**src/design/dvcl_pkg.sv**
```systemverilog
// Shared types and constants for the dq voltage circle limiter.
// No dependencies; all other design files refer to it by scoped names.
package dvcl_pkg;

  localparam int unsigned VoltW = 16;       // signed Q5.10 voltage
  localparam int unsigned VmaxW = 15;       // unsigned Q5.10 radius
  localparam int unsigned SqW   = 31;       // squares and remainder, Q11.20
  localparam int unsigned RootW = 15;       // floor square root width

  localparam logic [VmaxW-1:0] VmaxReset = 15'd14090;  // 13.76 V

  // Per-item sideband carried down the pipe
  typedef struct packed {
    logic [VoltW-1:0] ud;
    logic [VoltW-1:0] uq;       // original uq, for pass-through
    logic             uq_pos;   // uq strictly positive
    logic             lim;      // vector outside the circle
    logic             clamp;    // no room left for uq, clamp ud
  } dvcl_side_t;

  // Payload of one square-root stage
  typedef struct packed {
    logic [SqW-1:0]   rem;
    logic [RootW-1:0] root;
    dvcl_side_t       side;
  } dvcl_sq_t;

endpackage

```
**src/design/dvcl_front.sv**
```systemverilog
// Front end: squares of ud, uq and vmax, then the circle test and the room
// left for uq. Two register stages. Depends on dvcl_pkg.
module dvcl_front (
  input  logic                           clk_i,
  input  logic                           rst_ni,
  input  logic [dvcl_pkg::VmaxW-1:0]     vmax_i,
  input  logic                           in_valid_i,
  output logic                           in_ready_o,
  input  logic [dvcl_pkg::VoltW-1:0]     ud_i,
  input  logic [dvcl_pkg::VoltW-1:0]     uq_i,
  output logic                           out_valid_o,
  input  logic                           out_ready_i,
  output dvcl_pkg::dvcl_sq_t             out_data_o
);

  // stage 1: squares
  logic                          v1_q;
  logic                          rdy1;
  logic [dvcl_pkg::SqW-1:0]      sq_d_q, sq_q_q, sq_v_q;
  logic [dvcl_pkg::VoltW-1:0]    ud1_q, uq1_q;
  logic [2*dvcl_pkg::VoltW-1:0]  prod_d, prod_q;
  logic [2*dvcl_pkg::VmaxW-1:0]  prod_v;

  // stage 2: compare
  logic                          v2_q;
  logic                          rdy2;
  dvcl_pkg::dvcl_sq_t            d2_q;
  logic [dvcl_pkg::SqW:0]        sum_dq;
  logic [dvcl_pkg::SqW:0]        room;
  logic                          room_pos;
  logic                          lim;
  dvcl_pkg::dvcl_sq_t            d2_d;

  assign rdy2       = ~v2_q | out_ready_i;
  assign rdy1       = ~v1_q | rdy2;
  assign in_ready_o = rdy1;

  assign prod_d = $signed(ud_i) * $signed(ud_i);
  assign prod_q = $signed(uq_i) * $signed(uq_i);
  assign prod_v = vmax_i * vmax_i;

  always_ff @(posedge clk_i or negedge rst_ni) begin
    if (!rst_ni) begin
      v1_q <= 1'b0;
    end else if (rdy1) begin
      v1_q <= in_valid_i;
    end
  end

  always_ff @(posedge clk_i) begin
    if (in_valid_i && rdy1) begin
      sq_d_q <= prod_d[dvcl_pkg::SqW-1:0];
      sq_q_q <= prod_q[dvcl_pkg::SqW-1:0];
      sq_v_q <= {1'b0, prod_v};
      ud1_q  <= ud_i;
      uq1_q  <= uq_i;
    end
  end

  always_comb begin
    sum_dq   = {1'b0, sq_d_q} + {1'b0, sq_q_q};
    lim      = sum_dq > {1'b0, sq_v_q};
    // two's complement difference, sign in the top bit
    room     = {1'b0, sq_v_q} - {1'b0, sq_d_q};
    room_pos = ~room[dvcl_pkg::SqW] && (room != '0);

    d2_d.rem         = room_pos ? room[dvcl_pkg::SqW-1:0] : '0;
    d2_d.root        = '0;
    d2_d.side.ud     = ud1_q;
    d2_d.side.uq     = uq1_q;
    d2_d.side.uq_pos = ~uq1_q[dvcl_pkg::VoltW-1] && (uq1_q != '0);
    d2_d.side.lim    = lim;
    d2_d.side.clamp  = lim && !room_pos;
  end

  always_ff @(posedge clk_i or negedge rst_ni) begin
    if (!rst_ni) begin
      v2_q <= 1'b0;
    end else if (rdy2) begin
      v2_q <= v1_q;
    end
  end

  always_ff @(posedge clk_i) begin
    if (v1_q && rdy2) begin
      d2_q <= d2_d;
    end
  end

  assign out_valid_o = v2_q;
  assign out_data_o  = d2_q;

endmodule

```
**src/design/dvcl_sqrt_step.sv**
```systemverilog
// One stage of the pipelined floor square root: decides root bit BitIdx.
// Keeps rem = room - root^2. Depends on dvcl_pkg.
module dvcl_sqrt_step #(
  parameter int unsigned BitIdx = 0
) (
  input  logic               clk_i,
  input  logic               rst_ni,
  input  logic               in_valid_i,
  output logic               in_ready_o,
  input  dvcl_pkg::dvcl_sq_t in_data_i,
  output logic               out_valid_o,
  input  logic               out_ready_i,
  output dvcl_pkg::dvcl_sq_t out_data_o
);

  logic                     valid_q;
  dvcl_pkg::dvcl_sq_t       data_q;
  dvcl_pkg::dvcl_sq_t       data_d;
  logic [dvcl_pkg::SqW-1:0] trial;
  logic                     take;

  assign in_ready_o = ~valid_q | out_ready_i;

  // (root + 2^i)^2 - root^2 = root * 2^(i+1) + 2^(2i)
  always_comb begin
    trial  = (dvcl_pkg::SqW'(in_data_i.root) << (BitIdx + 1))
           + (dvcl_pkg::SqW'(1) << (2 * BitIdx));
    take   = in_data_i.rem >= trial;
    data_d = in_data_i;
    if (take) begin
      data_d.rem          = in_data_i.rem - trial;
      data_d.root[BitIdx] = 1'b1;
    end
  end

  always_ff @(posedge clk_i or negedge rst_ni) begin
    if (!rst_ni) begin
      valid_q <= 1'b0;
    end else if (in_ready_o) begin
      valid_q <= in_valid_i;
    end
  end

  always_ff @(posedge clk_i) begin
    if (in_valid_i && in_ready_o) begin
      data_q <= data_d;
    end
  end

  assign out_valid_o = valid_q;
  assign out_data_o  = data_q;

endmodule

```
**src/design/dvcl_format.sv**
```systemverilog
// Output stage: picks pass-through, d-axis clamp or signed root for uq.
// Registered result item. Depends on dvcl_pkg.
module dvcl_format (
  input  logic                       clk_i,
  input  logic                       rst_ni,
  input  logic [dvcl_pkg::VmaxW-1:0] vmax_i,
  input  logic                       in_valid_i,
  output logic                       in_ready_o,
  input  dvcl_pkg::dvcl_sq_t         in_data_i,
  output logic                       out_valid_o,
  input  logic                       out_ready_i,
  output logic [dvcl_pkg::VoltW-1:0] ud_o,
  output logic [dvcl_pkg::VoltW-1:0] uq_o,
  output logic                       lim_o
);

  logic                       valid_q;
  logic [dvcl_pkg::VoltW-1:0] ud_q, uq_q, ud_d, uq_d;
  logic                       lim_q;
  logic [dvcl_pkg::VoltW-1:0] vmax_x, root_x;
  logic                       ud_pos;

  assign in_ready_o = ~valid_q | out_ready_i;

  always_comb begin
    vmax_x = {1'b0, vmax_i};
    root_x = {1'b0, in_data_i.root};
    ud_pos = ~in_data_i.side.ud[dvcl_pkg::VoltW-1] && (in_data_i.side.ud != '0);
    ud_d   = in_data_i.side.ud;
    uq_d   = in_data_i.side.uq;
    if (in_data_i.side.clamp) begin
      ud_d = ud_pos ? vmax_x : dvcl_pkg::VoltW'(0) - vmax_x;
      uq_d = '0;
    end else if (in_data_i.side.lim) begin
      // zero uq takes the negative branch, giving zero or -root
      uq_d = in_data_i.side.uq_pos ? root_x : dvcl_pkg::VoltW'(0) - root_x;
    end
  end

  always_ff @(posedge clk_i or negedge rst_ni) begin
    if (!rst_ni) begin
      valid_q <= 1'b0;
    end else if (in_ready_o) begin
      valid_q <= in_valid_i;
    end
  end

  always_ff @(posedge clk_i) begin
    if (in_valid_i && in_ready_o) begin
      ud_q  <= ud_d;
      uq_q  <= uq_d;
      lim_q <= in_data_i.side.lim;
    end
  end

  assign out_valid_o = valid_q;
  assign ud_o        = ud_q;
  assign uq_o        = uq_q;
  assign lim_o       = lim_q;

endmodule

```
**src/design/dq_voltage_circle_limiter.sv**
```systemverilog
// dq voltage circle limiter, top level. Uses dvcl_pkg, dvcl_front,
// dvcl_sqrt_step and dvcl_format.
//
// Limits a signed Q5.10 (ud, uq) pair to a circle of radius vmax with the
// d axis taking priority: ud passes unless it alone exceeds the circle, in
// which case it is clamped to +/-vmax and uq is zeroed; otherwise uq becomes
// the signed floor square root of vmax^2 - ud^2 if limited. tuser flags a
// limited item. One item enters per clock unless the output stalls. It has two
// front stages (squares, circle test), one stage per root bit of the 15-bit
// square root, and the output register. Each stage holds its own valid bit, so
// bubbles collapse and an input item is taken while a result waits as long as
// a stage is free. vmax must be written only while no item is in flight.
module dq_voltage_circle_limiter (
  input  logic        clk_i,
  input  logic        rst_ni,
  // configuration: vmax, 15-bit unsigned Q5.10
  input  logic        cfg_valid_i,
  output logic        cfg_ready_o,
  input  logic [14:0] cfg_data_i,
  // input items
  input  logic        s_axis_tvalid,
  output logic        s_axis_tready,
  input  logic [31:0] s_axis_tdata,   // [15:0] ud_in, [31:16] uq_in
  // result items
  output logic        m_axis_tvalid,
  input  logic        m_axis_tready,
  output logic [31:0] m_axis_tdata,   // [15:0] ud_out, [31:16] uq_out
  output logic [0:0]  m_axis_tuser    // [0] limited
);

  localparam int unsigned NSteps = dvcl_pkg::RootW;

  logic [dvcl_pkg::VmaxW-1:0] vmax_q;

  logic               st_valid [NSteps+1];
  logic               st_ready [NSteps+1];
  dvcl_pkg::dvcl_sq_t st_data  [NSteps+1];

  assign cfg_ready_o = 1'b1;

  always_ff @(posedge clk_i or negedge rst_ni) begin
    if (!rst_ni) begin
      vmax_q <= dvcl_pkg::VmaxReset;
    end else if (cfg_valid_i) begin
      vmax_q <= cfg_data_i;
    end
  end

  dvcl_front u_front (
    .clk_i       (clk_i),
    .rst_ni      (rst_ni),
    .vmax_i      (vmax_q),
    .in_valid_i  (s_axis_tvalid),
    .in_ready_o  (s_axis_tready),
    .ud_i        (s_axis_tdata[15:0]),
    .uq_i        (s_axis_tdata[31:16]),
    .out_valid_o (st_valid[0]),
    .out_ready_i (st_ready[0]),
    .out_data_o  (st_data[0])
  );

  // most significant root bit first
  for (genvar k = 0; k < NSteps; k++) begin : g_sqrt
    dvcl_sqrt_step #(
      .BitIdx(NSteps - 1 - k)
    ) u_step (
      .clk_i       (clk_i),
      .rst_ni      (rst_ni),
      .in_valid_i  (st_valid[k]),
      .in_ready_o  (st_ready[k]),
      .in_data_i   (st_data[k]),
      .out_valid_o (st_valid[k+1]),
      .out_ready_i (st_ready[k+1]),
      .out_data_o  (st_data[k+1])
    );
  end

  // the original uq travels in the sideband for pass-through items
  dvcl_format u_format (
    .clk_i       (clk_i),
    .rst_ni      (rst_ni),
    .vmax_i      (vmax_q),
    .in_valid_i  (st_valid[NSteps]),
    .in_ready_o  (st_ready[NSteps]),
    .in_data_i   (st_data[NSteps]),
    .out_valid_o (m_axis_tvalid),
    .out_ready_i (m_axis_tready),
    .ud_o        (m_axis_tdata[15:0]),
    .uq_o        (m_axis_tdata[31:16]),
    .lim_o       (m_axis_tuser[0])
  );

endmodule

```
**config.mk**
```make
export PLATFORM = sky130hd
export DESIGN_NAME = dq_voltage_circle_limiter
export DESIGN_NICKNAME = d
export VERILOG_FILES = /design/src/design/dvcl_pkg.sv /design/src/design/dvcl_front.sv /design/src/design/dvcl_sqrt_step.sv /design/src/design/dvcl_format.sv /design/src/design/dq_voltage_circle_limiter.sv
export SDC_FILE = /design/constraint.sdc
export NUM_CORES = 2
export LEC_CHECK = 0
export ABC_CLOCK_PERIOD_IN_PS = 9830
export BUFFER_PORTS_ARGS = -buffer_cell sky130_fd_sc_hd__clkbuf_2
export CAP_MARGIN = 20
export CORE_MARGIN = 2
export CORE_UTILIZATION = 60
export DETAILED_ROUTE_END_ITERATION = 8
export PLACE_DENSITY = 0.83
export SLEW_MARGIN = 40
export SYNTH_ARGS = -nofsm -noshare
export SYNTH_HDL_FRONTEND = slang
export SYNTH_SLANG_ARGS = --single-unit
```
**constraint.sdc**
```tcl
create_clock -name clk_i -period 9.83 [get_ports clk_i]
set_input_delay 0.983 -clock clk_i [delete_from_list [all_inputs] [get_ports clk_i]]
set_output_delay 0.983 -clock clk_i [all_outputs]
set_load 0.1 [all_outputs]
```
# ---- Word level (Yosys, flattened, before mapping)
# Cells that the tools add are included.
dict set report classes {
  multipliers 3
  n_reduce_logical 26
  bitwise_logic 39
  muxes 18
  n_lt_le_gt_ge 16
  n_addsub 32
}
# op count
set op_table {}
lappend op_table {{$ge A31 B31 Y1} 14}
lappend op_table {{$mux W31} 13}
lappend op_table {{$sub A31 B31 Y31} 13}
lappend op_table {{$mux W16} 4}
lappend op_table {{$mul A16 B16 Y31} 2}
lappend op_table {{$add A31 B31 Y32} 1}
lappend op_table {{$gt A32 B30 Y1} 1}
lappend op_table {{$mux W32} 1}
lappend op_table {{$reduce_bool A16 Y1} 2}
lappend op_table {{$reduce_bool A32 Y1} 1}
lappend op_table {{$sub A1 B15 Y16 const A} 2}
lappend op_table {{$sub A30 B31 Y32} 1}
lappend op_table {{$ge A31 B29 Y1 const B} 1}
lappend op_table {{$sub A31 B29 Y31 const B} 1}
lappend op_table {{$add A29 B27 Y30 const B} 1}
lappend op_table {{$mul A15 B15 Y30} 1}
lappend op_table {{$add A28 B25 Y29 const B} 1}
lappend op_table {{$add A27 B23 Y28 const B} 1}
lappend op_table {{$add A26 B21 Y27 const B} 1}
lappend op_table {{$add A25 B19 Y26 const B} 1}
lappend op_table {{$add A24 B17 Y25 const B} 1}
lappend op_table {{$add A23 B15 Y24 const B} 1}
lappend op_table {{$add A22 B13 Y23 const B} 1}
lappend op_table {{$add A21 B11 Y22 const B} 1}
lappend op_table {{9 further kinds} 67}
dict set report totals {
  ff_bits 1335
  output_inout_bits 36
}

# ---- Longest topological paths before layout
dict set report logic_depth {
  ltp_word 20
  mapped_depth 27
  depth_no_buf 25
}

# ---- Hierarchy
# Synthesis repeated with hierarchy kept, for this count alone.
dict set report unflattened {
  hier_cells 8036
  area_unflattened_um2 94610.7
}
# mod area_each_um2 seq_area_each_um2 instances cells_per_inst
set by_module_without_submodules {}
lappend by_module_without_submodules {dvcl_front 33776.1 5605.4 1 3508}
lappend by_module_without_submodules {{dvcl_sqrt_step (g_sqrt[13].u_step)} 4137.7 2457.4 1 335}
lappend by_module_without_submodules {{dvcl_sqrt_step (g_sqrt[12].u_step)} 4120.2 2457.4 1 323}
lappend by_module_without_submodules {{dvcl_sqrt_step (g_sqrt[9].u_step)} 4083.9 2457.4 1 293}
lappend by_module_without_submodules {{dvcl_sqrt_step (g_sqrt[11].u_step)} 3987.6 2457.4 1 307}
lappend by_module_without_submodules {{dvcl_sqrt_step (g_sqrt[10].u_step)} 3975.1 2457.4 1 302}
lappend by_module_without_submodules {{dvcl_sqrt_step (g_sqrt[14].u_step)} 3930.0 2457.4 1 304}
lappend by_module_without_submodules {{dvcl_sqrt_step (g_sqrt[8].u_step)} 3834.9 2457.4 1 290}
lappend by_module_without_submodules {{dvcl_sqrt_step (g_sqrt[7].u_step)} 3813.7 2457.4 1 278}
lappend by_module_without_submodules {{dvcl_sqrt_step (g_sqrt[4].u_step)} 3803.6 2457.4 1 269}
lappend by_module_without_submodules {{dvcl_sqrt_step (g_sqrt[2].u_step)} 3798.6 2457.4 1 263}
lappend by_module_without_submodules {{dvcl_sqrt_step (g_sqrt[1].u_step)} 3766.1 2457.4 1 256}
lappend by_module_without_submodules {{dvcl_sqrt_step (g_sqrt[6].u_step)} 3758.6 2457.4 1 266}
lappend by_module_without_submodules {{dvcl_sqrt_step (g_sqrt[3].u_step)} 3712.3 2457.4 1 275}
lappend by_module_without_submodules {{+4 rows} -- -- -- --}

# ---- Worst setup path before layout
# No wires, ideal clock.
dict set report synth_path {
  path_type {input to register}
  start {in m_axis_tready}
  end {reg g_sqrt[7].u_step.data_q (netlist bit g_sqrt[7].u_step.out_data_o[0]) (enable)}
  path_slack_ps 2127
  arrival_ps 7084
  stages 7
  setup_ps 619
  path_cell_list {nor2b_1 -> nand3_1 -> nor2_1 -> and2_1 -> and3_1 -> clkbuf_1 -> a21boi_0}
}
dict set report synth_between {
  elab_chain_len 10
}
# element line_no
set synth_lines {}
lappend synth_lines {{from (decl)} dq_voltage_circle_limiter.sv:26} ;# input logic m_axis_tready,
lappend synth_lines {{$or A1 B1 Y1} dvcl_format.sv:23} ;# assign in_ready_o = ~valid_q | out_ready_i;
lappend synth_lines {{$or A1 B1 Y1 (8 in series)} dvcl_sqrt_step.sv:22} ;# assign in_ready_o = ~valid_q | out_ready_i;
lappend synth_lines {{$logic_and A1 B1 Y1} dvcl_sqrt_step.sv:45} ;# if (in_valid_i && in_ready_o) begin
lappend synth_lines {{to (signal assigned)} dvcl_sqrt_step.sv:46} ;# data_q <= data_d;
lappend synth_lines {{to (decl)} dvcl_sqrt_step.sv:17} ;# dvcl_pkg::dvcl_sq_t data_q;
# No other way between the ends.
# A chain may end at the register's enable or synchronous reset.

# ---- Worst setup path after layout
dict set report layout_path {
  start {reg vmax_q[0] in the netlist's numbering}
  end {reg u_front.sq_v_q[29] in the netlist's numbering, data pin}
}
dict set report layout_between {
  elab_chain_len 1
}
# element line_no
set layout_lines {}
lappend layout_lines {{from (decl)} dq_voltage_circle_limiter.sv:33} ;# logic [dvcl_pkg::VmaxW-1:0] vmax_q;
lappend layout_lines {{from (signal assigned)} dq_voltage_circle_limiter.sv:43} ;# vmax_q <= dvcl_pkg::VmaxReset;
lappend layout_lines {{from (signal assigned)} dq_voltage_circle_limiter.sv:45} ;# vmax_q <= cfg_data_i;
lappend layout_lines {{$mul A15 B15 Y30} dvcl_front.sv:40} ;# assign prod_v = vmax_i * vmax_i;
lappend layout_lines {{via u_front.prod_v (one bit)} dvcl_front.sv:22} ;# logic [2*dvcl_pkg::VmaxW-1:0] prod_v;
lappend layout_lines {{to (signal assigned)} dvcl_front.sv:54} ;# sq_v_q <= {1'b0, prod_v};
lappend layout_lines {{to (decl)} dvcl_front.sv:19} ;# logic [dvcl_pkg::SqW-1:0] sq_d_q, sq_q_q, sq_v_q;
# The timed path passes the listed nets, and every way through them passes these cells.

==> summary.md <==
| Metric | Value |
|---|---|
| Yosys warns | `0` |
| IO buf count | `between 80 and 90` |
| Clk buf depth | `3` |
| Outcome | `completed` |
| Critical Path Max Stage Delay | `890 ps` |
| Fillers | `between 8000 and 9000` |
| Max Clock Freq | `around 130 MHz` |
| FF+latch count, synth | `1330` |
| GRT busiest layer | `met2` |
| Most common cell after layout, fill and taps aside | `edfxtp_1` |
| Layout cells sized above 1 | `between 6 and 7%` |
| Commonest cells after routing, fill and taps aside | `1297 x edfxtp_1, 1100 x inv_1, 597 x fa_1` |
| Routed wire length | `171 mm` |
| First-pass GRT wire length | `about 270 mm` |
| Top Ports | `between 80 and 90` |
| Vias per cell | `between 5 and 6` |
| Slew Limit Fails | `0` |
| Vias in the first global route | `slightly above 50000` |
| EDFF count, synth | `~1300` |
| Syn avg cell area | `roughly 12 µm²` |
| Hold Buf Count CTS | `0` |
| Shortest period the worst path allows | `slightly below 8000 ps` |
| Total gr overflow | `0` |
| Met1 usage | `between 30% and 40%` |
| Worst path most repeated cell | `fa_1` |
| Fin crit share | `between 80% and 90%` |
| Worst-Skew Late Latency | `around 760 ps` |
| Delay-heaviest family, CP | `adder cells` |
| Max Cap Violations | `0` |
| Routed wire per std cell | `20.9 µm` |
| GRT Total Usage | `26.6%` |
| Final GP Congestion | `roughly 0.92` |
| CTS tree | `done` |
| Routed Antenna Nets | `0` |
| Worst Setup Start Kind | `flip-flop` |
| Post-Synthesis Cells | `6230` |
| Slew @ Worst Pin | `roughly 900 ps` |
| Crit path max-delay cell type | `dfrtp_1` |
| Final Hold Fails | `0` |
| Vias | `47500` |
| Synthesized Nets | `7364` |
| M3 GR Usage | `between 4 and 5%` |
| Critical path arrival | `8430 ps` |
| Final-report setup violation count | `0` |
| DP HPWL | `about 120 mm` |
| Die ar. | `0.132 mm²` |
| Unrepaired setup endpoints after global routing | `false` |
| Initial core utilization | `about three fifths` |
| Post-synth cell types | `79` |
| Bufs and invs on worst path | `5` |
| HP Class | `primary input to asynchronous set/reset pin` |
| Largest net degree at the start of global routing | `81` |
| Chip width | `roughly 360 µm` |
| Clk root buf | `clkbuf_16` |
| GR Util met2 | `47.6%` |
| Seq/Total Area, Yosys | `~50%` |
| Post-CTS setup buffers | `0` |
| Worst relative slew slack | `41.2%` |
| Core area | `approximately 0.13 mm²` |
| Initial DRC count | `about 4600` |
| DRT Pass-1 Iters | `8` |
| Sink Count | `1330` |
| Number of antenna violations at the first check in global routing | `1` |
| Residual DRC count | `0` |
| Most used DFF post-synth | `edfxtp_1` |
| Worst EP required | `approximately 10000 ps` |
| Asr flop ratio synth | `under 10%` |
| Syn Std Cell Area | `0.0777 mm²` |
| CP endpoint kind | `flip-flop` |
| H-tree depth | `4` |
| Row cnt | `approximately 130` |
| CP Class | `flip-flop to flip-flop` |
| Clock skew | `about 41 ps` |
| Area delta synth->final | `8.73%` |
| Layout net count | `around 7500` |
| Number of CTS-inserted buffers | `~130` |
| Die H | `364 µm` |
| CP Max Fanout | `16` |
| Critical-path cell list | `inv_1, nor2_1, fa_1, inv_1, fa_1, inv_1, fa_1, fa_1, fa_1, inv_1, fa_1, inv_1, ha_1, nand4_1, a211oi_1, a21oi_1, o31ai_1, nand3_1, a31oi_1, a2111oi_0, o21bai_1, a21oi_1, xnor2_1` |
| Clock-pin slew on the worst setup and hold paths | `roughly 70 ps` |
| Setup TNS | `0 ps` |
| Post-cts sizing count | `0` |
-- metal layers --
metal,part of all wire [%],up-vias
met5,0,-
met1,36,23500
met4,4.7,0
met2,52,2109
li1,-,21300
met3,6.8,601
-- through the flow --
| stage | hold slack, ps | worst slack (ps) | cell area, µm² | cells | util [%] |
|---|---|---|---|---|---|
| 2_1_floorplan | 400 | 2130 | 77700 | 6230 | - |
| 3_3_place_gp | 400 | 2060 | 80100 | 7942 | 62.1 |
| 3_5_place_dp | 405 | 1940 | 80200 | 7946 | 62.2 |
| 4_1_cts | 208 | 2220 | 84500 | 8183 | 65.5 |
| 5_1_grt | 243 | 1690 | 84500 | 8183 | 65.5 |
| 6_report | 233 | 1890 | 84500 | 8186 | 65.5 |
-- registers in the layout, indices dropped and copies added (netlist names) --
register and flops:
g_sqrt.u_step.out_data_o 1079, u_front.out_data_o 66, u_front.sq_d_q 29, u_front.sq_q_q 29, u_front.sq_v_q 29, u_format.ud_o 16, u_format.uq_o 16, u_front.ud1_q 16
u_front.uq1_q 16, g_sqrt.u_step.out_valid_o 15, vmax_q 15, u_format.lim_o 1, u_format.out_valid_o 1, u_front.out_valid_o 1, u_front.v1_q 1
-- Yosys cell counts, drive strengths merged (61+ instances only) --
cell | number | area share (%)
nand3 | 67 | 0.43
fa | 597 | 15
inv | 1100 | 5.3
a21o | 75 | 0.72
and2 | 143 | 1.2
nor4 | 71 | 0.58
xor2 | 136 | 1.5
ha | 485 | 7.8
nor2 | 337 | 1.6
nor2b | 61 | 0.49
edfxtp | 1297 | 50
clkbuf | 131 | 0.63
o21ai | 181 | 1.2
nand2 | 417 | 2.0
xnor2 | 219 | 2.5
nor3 | 102 | 0.66
a21oi | 220 | 1.4
-- worst paths after layout --
path | to | slack [ps] | depth (start not counted) | startpoint
setup / recovery | u_front.sq_v_q[29]$_DFFE_PP_ | 1890 | 23 | vmax_q[0]$_DFFE_PN0P_
hold reg to reg | g_sqrt[13].u_step.out_data_o[1]$_DFFE_PP_ | 400 | 0 | g_sqrt[12].u_step.out_data_o[1]$_DFFE_PP_
min in group clk_i | g_sqrt[13].u_step.out_data_o[1]$_DFFE_PP_ | 400 | 0 | g_sqrt[12].u_step.out_data_o[1]$_DFFE_PP_
hold / removal | vmax_q[2]$_DFFE_PN0P_ | 230 | 1 | rst_ni
max in group asynchronous | u_front.v1_q$_DFFE_PN0N_ | 9200 | 1 | rst_ni
setup reg to reg | u_front.sq_v_q[29]$_DFFE_PP_ | 1890 | 23 | vmax_q[0]$_DFFE_PN0P_
-- final cells by class --
| class | count | area (µm²) | share of cell area, % |
|---|---|---|---|
| multi-input combinational | 3662 | 33500 | 39.6 |
| clock inverter | 74 | 782 | 0.925 |
| timing repair buffer | 110 | 684 | 0.810 |
| tap | 1742 | 2180 | 2.58 |
| inverter | 1102 | 4140 | 4.89 |
| sequential | 1330 | 39800 | 47.1 |
| antenna | 3 | 7.51 | 0.00888 |
| clock buffer | 163 | 3500 | 4.15 |
-- kinds of logic after synthesis --
logic type	count (synthesis)	share of synthesized area [%]
AO/OA/AOI/OAI	740	6.01
XOR/XNOR	355	4.00
adder cells (fa/ha/maj)	1082	23.2
buffers and inverters	1238	5.99
flip-flops	1330	51.2
multiplexers	39	0.542
other	1	0.00482
AND/OR/NAND/NOR	1445	9.10
-- worst register-to-register path, stage by stage, from the launching register on --
cell       delay [ps]
dfrtp_1           890
inv_1             450
nor2_1            260
fa_1              440
inv_1             100
fa_1              420
inv_1              90
fa_1              440
fa_1              490
fa_1              560
inv_1              60
fa_1              540
inv_1              60
ha_1              360
nand4_1           120
a211oi_1          210
a21oi_1           170
o31ai_1           510
nand3_1           190
a31oi_1           580
a2111oi_0         270
o21bai_1          210
a21oi_1           100
xnor2_1           140
Power is not shown: default switching activity piles up to over one toggle a cycle in this logic, so the estimate is an artifact.
